==> src/sv/ordered_route_table_lookup_top_macros.svh <==
// ----------------------------------------------------------------------------
// Route table assertion macros
// Shared concurrent assertion forms clocked on clk and gated by rst_n.
// ----------------------------------------------------------------------------
`ifndef ORDERED_ROUTE_TABLE_LOOKUP_TOP_MACROS_SVH
`define ORDERED_ROUTE_TABLE_LOOKUP_TOP_MACROS_SVH

// property that must hold at every edge outside reset
`define ORTL_ASSERT(lbl, expr, msg) \
    lbl: assert property (@(posedge clk) disable iff (!rst_n) (expr)) else $error(msg);

// antecedent this cycle implies consequent next cycle
`define ORTL_ASSERT_NEXT(lbl, ante, cons, msg) \
    lbl: assert property (@(posedge clk) disable iff (!rst_n) (ante) |=> (cons)) \
        else $error(msg);

`endif

==> src/sv/ortl_pkg.sv <==
// ----------------------------------------------------------------------------
// Route table package
// Types and fixed field widths shared by the table cells and the top level.
// ----------------------------------------------------------------------------
package ortl_pkg;

    localparam int ADDR_W   = 32;
    localparam int METRIC_W = 16;
    localparam int IFACE_W  = 4;
    localparam int TDATA_W  = 120;

    typedef enum logic [1:0] {
        CMD_ADD    = 2'd0,
        CMD_DEL    = 2'd1,
        CMD_LOOKUP = 2'd2,
        CMD_DEFRT  = 2'd3
    } cmd_t;

    typedef enum logic [1:0] {
        STS_OK       = 2'd0,
        STS_EXISTS   = 2'd1,
        STS_NOTFOUND = 2'd2,
        STS_FULL     = 2'd3
    } status_t;

    typedef enum logic [2:0] {
        ST_IDLE,
        ST_CMP,
        ST_SEL,
        ST_APPLY,
        ST_RESP
    } state_t;

    typedef enum logic [1:0] {
        CELL_HOLD,
        CELL_LOAD,
        CELL_PREV,
        CELL_NEXT
    } cell_op_t;

    typedef struct packed {
        logic [ADDR_W-1:0]   dest;
        logic [ADDR_W-1:0]   mask;
        logic [ADDR_W-1:0]   gateway;
        logic [METRIC_W-1:0] metric;
    } route_key_t;

    typedef struct packed {
        logic hit;
        logic eq;
        logic ins;
    } cell_flags_t;

endpackage

==> src/sv/ortl_cell.sv <==
// ----------------------------------------------------------------------------
// Route table cell
// Holds one route, compares it against the broadcast key and shifts with
// its neighbors on insert and delete.
// ----------------------------------------------------------------------------
module ortl_cell
    import ortl_pkg::*;
#(
    parameter int IFACE_BITS = 4
)
(
    input  logic                  clk,
    input  logic                  rst_n,
    input  cell_op_t              op,
    input  route_key_t            key,
    input  logic [IFACE_BITS-1:0] key_iface,
    input  logic                  prev_valid,
    input  route_key_t            prev_entry,
    input  logic [IFACE_BITS-1:0] prev_iface,
    input  logic                  next_valid,
    input  route_key_t            next_entry,
    input  logic [IFACE_BITS-1:0] next_iface,
    output logic                  valid,
    output route_key_t            entry,
    output logic [IFACE_BITS-1:0] iface,
    output cell_flags_t           flags
);

    logic                  valid_reg;
    route_key_t            entry_reg;
    logic [IFACE_BITS-1:0] iface_reg;
    cell_flags_t           flags_reg;
    cell_flags_t           flags_next;

    always_comb
    begin
        flags_next.hit = valid_reg && ((key.dest & entry_reg.mask) == entry_reg.dest);
        flags_next.eq  = valid_reg && (entry_reg.dest == key.dest)
                         && (entry_reg.mask == key.mask)
                         && (entry_reg.metric == key.metric);
        // new route goes at or before this slot
        flags_next.ins = !valid_reg || (entry_reg.mask < key.mask)
                         || ((entry_reg.mask == key.mask) && (entry_reg.metric < key.metric));
    end

    always_ff @(posedge clk or negedge rst_n)
    begin
        if (!rst_n)
        begin
            valid_reg <= 1'b0;
            flags_reg <= '0;
        end
        else
        begin
            flags_reg <= flags_next;
            case (op)
                CELL_LOAD: valid_reg <= 1'b1;
                CELL_PREV: valid_reg <= prev_valid;
                CELL_NEXT: valid_reg <= next_valid;
                default:   valid_reg <= valid_reg;
            endcase
        end
    end

    always_ff @(posedge clk)
    begin
        case (op)
            CELL_LOAD:
            begin
                entry_reg <= key;
                iface_reg <= key_iface;
            end
            CELL_PREV:
            begin
                entry_reg <= prev_entry;
                iface_reg <= prev_iface;
            end
            CELL_NEXT:
            begin
                entry_reg <= next_entry;
                iface_reg <= next_iface;
            end
            default:
            begin
                entry_reg <= entry_reg;
                iface_reg <= iface_reg;
            end
        endcase
    end

    assign valid = valid_reg;
    assign entry = entry_reg;
    assign iface = iface_reg;
    assign flags = flags_reg;

endmodule
==> config.mk <==
export PLATFORM = sky130hd
export DESIGN_NAME = ortl_cell
export DESIGN_NICKNAME = d
export VERILOG_FILES = /design/src/sv/ordered_route_table_lookup_top_macros.svh /design/src/sv/ortl_pkg.sv /design/src/sv/ortl_cell.sv
export SDC_FILE = /design/constraint.sdc
export NUM_CORES = 1
export LEC_CHECK = 0
export BUFFER_PORTS_ARGS = -buffer_cell sky130_fd_sc_hd__buf_2
export CORE_AREA = 2 2 183 185
export DETAILED_ROUTE_END_ITERATION = 12
export DIE_AREA = 0 0 185 187
export GPL_ROUTABILITY_DRIVEN = 0
export PLACE_DENSITY = 0.51
export SLEW_MARGIN = 25
export SYNTH_ARGS = -nofsm -noshare
export SYNTH_HDL_FRONTEND = slang
export SYNTH_SLANG_ARGS = --single-unit
==> constraint.sdc <==
create_clock -name clk -period 2.3 [get_ports clk]
set_clock_uncertainty 0.1 [all_clocks]
set_input_delay 0.23 -clock clk [delete_from_list [all_inputs] [get_ports clk]]
set_output_delay 0.23 -clock clk [all_outputs]
set_load 0.01 [all_outputs]
==> key figures <==
Status
  • Outcome: finished, violations left
  • Violations in the final reports: negative setup slack

Timing
  • Endpoints failing hold: 0
  • Max-slew headroom at the worst pin: 61.50%
  • Setup Viol. Count Final: 1
  • Final critical-path share of the clock period: 100.2%
  • Number of max-slew violations in the final report: 0
  • Slew @ Worst Pin: 577.4 ps
  • Least setup slack across all paths after layout: -4.302 ps
  • Tightest hold margin: 29.68 ps
  • Setup TNS: -4.302 ps
  • Setup repair after global routing missed its margin: true
  • Max frequency: 434.0 MHz
  • Post-layout min period: 2304 ps

Clock network
  • Clock latency at the later pin of the worst-skew pair: 420 ps
  • CTS tree: done
  • Master cell of the clock root buffer: sky130_fd_sc_hd__clkbuf_16
  • CTS Sinks: 120
  • Maximum count of clock buffers along a single path: 2
  • Number of H-tree levels: 4
  • Clock buffer count from CTS: 17
  • Clk slew on worst S/H paths: 70 ps

Worst setup path
  • Crit. End Element: register
  • Largest driver fanout on the critical path: 3
  • Cell Chain, Critical Path: ha_4 > nand4_1 > nor4_2 > buf_4 > or4b_4 > a2111o_1 > o211ai_1
  • Crit path required time: 2550 ps
  • Startpoint type of the worst setup path: register
  • CP max stage delay: 460 ps
  • Worst Path Arrival: 2550 ps
  • Slowest cell on the critical path: sky130_fd_sc_hd__or4b_4
  • Type of the setup path with the least slack: register to register
  • Reg2Reg Depth: 7

Cells and area
  • Layout overhead on the synthesized area: 49.88%
  • Ratio of cells with drive above 1 in the final layout: 43.53%
  • Share of the core filled with cells: 36.83%
  • Post-route cell area: 12,100 µm²
  • NumNets Final: 1,749
  • Fillcell total: 3,460
  • Flip-flop count of the largest register, all copies and words added: 112

Synth
  • Total standard cell area after synthesis: 8075 µm²
  • Post-synthesis cell type count: 53
  • Post-synthesis sequential area ratio: 44.38%
  • Net count after synthesis: 1,223
  • Share of async-settable or async-resettable flops after synthesis: 3.333%
  • Instance count of the mapped netlist: 821
  • Most area-consuming cells after synthesis: sky130_fd_sc_hd__edfxtp_1 (43%), sky130_fd_sc_hd__mux2i_1 (15%), sky130_fd_sc_hd__a21oi_1 (8.3%)
  • Number of synthesized flops with an enable pin: 116
  • Area share of the largest cell type after synthesis: 43.14%
  • Top FF cell, synth: sky130_fd_sc_hd__edfxtp_1
  • Post-synth top area cell: sky130_fd_sc_hd__edfxtp_1
  • Count of warnings emitted by yosys: 0
  • Register bit total from synthesis: 120
  • Mean cell area of the mapped netlist: 9.836 µm²

Detailed routing
  • Post-detailed-route DRC marker count: 0
  • Total routed wirelength: 34,720 µm
  • Length of the first detailed-routing pass in iterations: 5
  • DR iter-0 viols: 336
  • Detailed-route via count: 8,174
  • Per-cell via count in the routed design: 4.516
  • Routed WL per cell: 19.18 µm
  • Number of nets with antenna violations after detailed routing: 0

Worst hold path
  • Min-delay worst type: input port to register
  • Worst Hold Path Cells: 3

Pwr
  • Worst-case vdd ir drop: 440.5 µV
  • Reported leakage power: 6.008 nW
  • Total power density per cell area: 626.3 nW/µm²
  • Total power: 7.580 mW

Global routing
  • Initial antenna violation count: 2
  • Total congestion overflow after global routing: 0
  • Overall Global Routing Usage: 19.64%
  • Wire length of the first global-routing pass: 49,390 µm
  • Via count of the first global-routing pass: 8,129
  • Pin count of the biggest net entering global routing: 135

Job
  • Max cap viols: 0

Placement
  • Count of port buffers added during placement: 473
  • Cell area after placement: 11,450 µm²
  • HPWL after detailed placement: 28,600 µm

Floorplan
  • Core ar.: 32,860 µm²
  • Initial Util: 24.57%
  • Number of placement rows: 67
  • Total Die Area: 34,600 µm²
  • Horizontal die dimension: 185 µm
  • Number of I/O pins: 474
  • Y dimension of the die: 187 µm
## final timing paths
path,startpoint,endpoint,slack (ps)
worst max register to register,entry[61],flags[0],-4
worst max-delay path,entry[61],flags[0],-4
worst min-delay path,next_valid,valid,30
min in group asynchronous,rst_n,valid,70
max in group asynchronous,rst_n,flags[2],1880
worst min register to register,valid,flags[0],520
## power breakdown
part / internal (mW) / switching [mW]
Combinational: 0.980 / 1.16
Clock: 1.48 / 1.11
Sequential: 2.70 / 0.149
## placed cells by master, fill, tap and decap left out, types with 4 or more instances in the layout
cell	count
sky130_fd_sc_hd__a21o_1	7
sky130_fd_sc_hd__a21oi_1	134
sky130_fd_sc_hd__a221oi_1	6
sky130_fd_sc_hd__buf_12	5
sky130_fd_sc_hd__buf_2	471
sky130_fd_sc_hd__buf_4	67
sky130_fd_sc_hd__clkbuf_16	17
sky130_fd_sc_hd__clkinv_2	5
sky130_fd_sc_hd__dfrtp_1	4
sky130_fd_sc_hd__edfxtp_1	116
sky130_fd_sc_hd__ha_1	46
sky130_fd_sc_hd__inv_1	73
sky130_fd_sc_hd__mux2i_1	117
sky130_fd_sc_hd__nand2_1	23
sky130_fd_sc_hd__nand2b_1	5
sky130_fd_sc_hd__nand3_1	5
sky130_fd_sc_hd__nand4_1	12
sky130_fd_sc_hd__nor2_1	120
sky130_fd_sc_hd__nor2b_1	11
sky130_fd_sc_hd__nor3_1	4
sky130_fd_sc_hd__nor4_1	4
sky130_fd_sc_hd__o2111ai_1	4
sky130_fd_sc_hd__o21ai_0	8
sky130_fd_sc_hd__o22ai_1	14
sky130_fd_sc_hd__xnor2_1	7
sky130_fd_sc_hd__xor2_1	10
## metal layers
metal / vias up / GRT usage, % / routed length (µm)
li1: 4061 / - / -
met1: 3764 / 25.78 / 15410
met2: 322 / 32.45 / 16380
met3: 27 / 3.972 / 2223
met4: 0 / 5.922 / 705
met5: - / 0 / 0
## synth_stat cells, types with 5 or more instances
library cell / count
sky130_fd_sc_hd__ha_1: 48
sky130_fd_sc_hd__edfxtp_1: 116
sky130_fd_sc_hd__a21o_1: 7
sky130_fd_sc_hd__buf_1: 8
sky130_fd_sc_hd__nor2b_1: 11
sky130_fd_sc_hd__nor2_1: 120
sky130_fd_sc_hd__clkbuf_1: 28
sky130_fd_sc_hd__o22ai_1: 14
sky130_fd_sc_hd__a221oi_1: 6
sky130_fd_sc_hd__nor4_1: 6
sky130_fd_sc_hd__a21oi_1: 134
sky130_fd_sc_hd__xnor2_1: 8
sky130_fd_sc_hd__o21ai_0: 8
sky130_fd_sc_hd__nand4_1: 12
sky130_fd_sc_hd__xor2_1: 10
sky130_fd_sc_hd__inv_1: 73
sky130_fd_sc_hd__mux2i_1: 117
sky130_fd_sc_hd__nand3_1: 5
sky130_fd_sc_hd__nand2_1: 24
sky130_fd_sc_hd__nand2b_1: 5
## what timing repair did
action / CTS / global route
pin swaps: 3 / 5
setup endpoints to repair: 1 / 3
hold buffers: 1 / 0
gates resized for setup: 2 / 10
setup buffers: 1 / 3
hold endpoints to repair: 4 / 0
## stage by stage
| step | setup slack (ps) | cells |
|---|---|---|
| after floorplan | 13.18 | 821 |
| after detailed placement | -163.9 | 1771 |
| after global placement | -104.9 | 1771 |
| after global routing | -138.1 | 1810 |
| final | -4.302 | 1810 |
| after CTS | -83.69 | 1805 |
## cell type report
class	count	area, µm²	area share, %
sequential	120	3583	29.61
timing repair buffer	546	2993	24.73
antenna	2	5.005	0.04135
inverter	73	274.0	2.264
tap	448	560.5	4.631
clock inverter	13	107.6	0.8891
multi-input combinational	589	4146	34.26
clock buffer	19	432.9	3.577
## worst max-delay path: cells and delay by family, from the launching register on
family / cells / cell delay [ps]
adders and majority gates: 1 / 300
and+or+nand+nor: 3 / 870
DFF: 1 / 430
buffers and inverters: 1 / 160
AOI/OAI and AO/OA: 2 / 380
## cells by family (layout without fill, tap and decap cells)
logic type	after synthesis	after routing	share of synthesized area [%]
compound gates	194	194	14.08
xor+xnor	18	18	1.952
fa+ha+maj	48	48	7.437
buf+inv	112	651	5.252
flops	120	120	44.38
mux	117	117	14.50
other cells	0	2	0
simple gates	212	212	12.40
No activity file was read; power rests on OpenSTA's default activity.
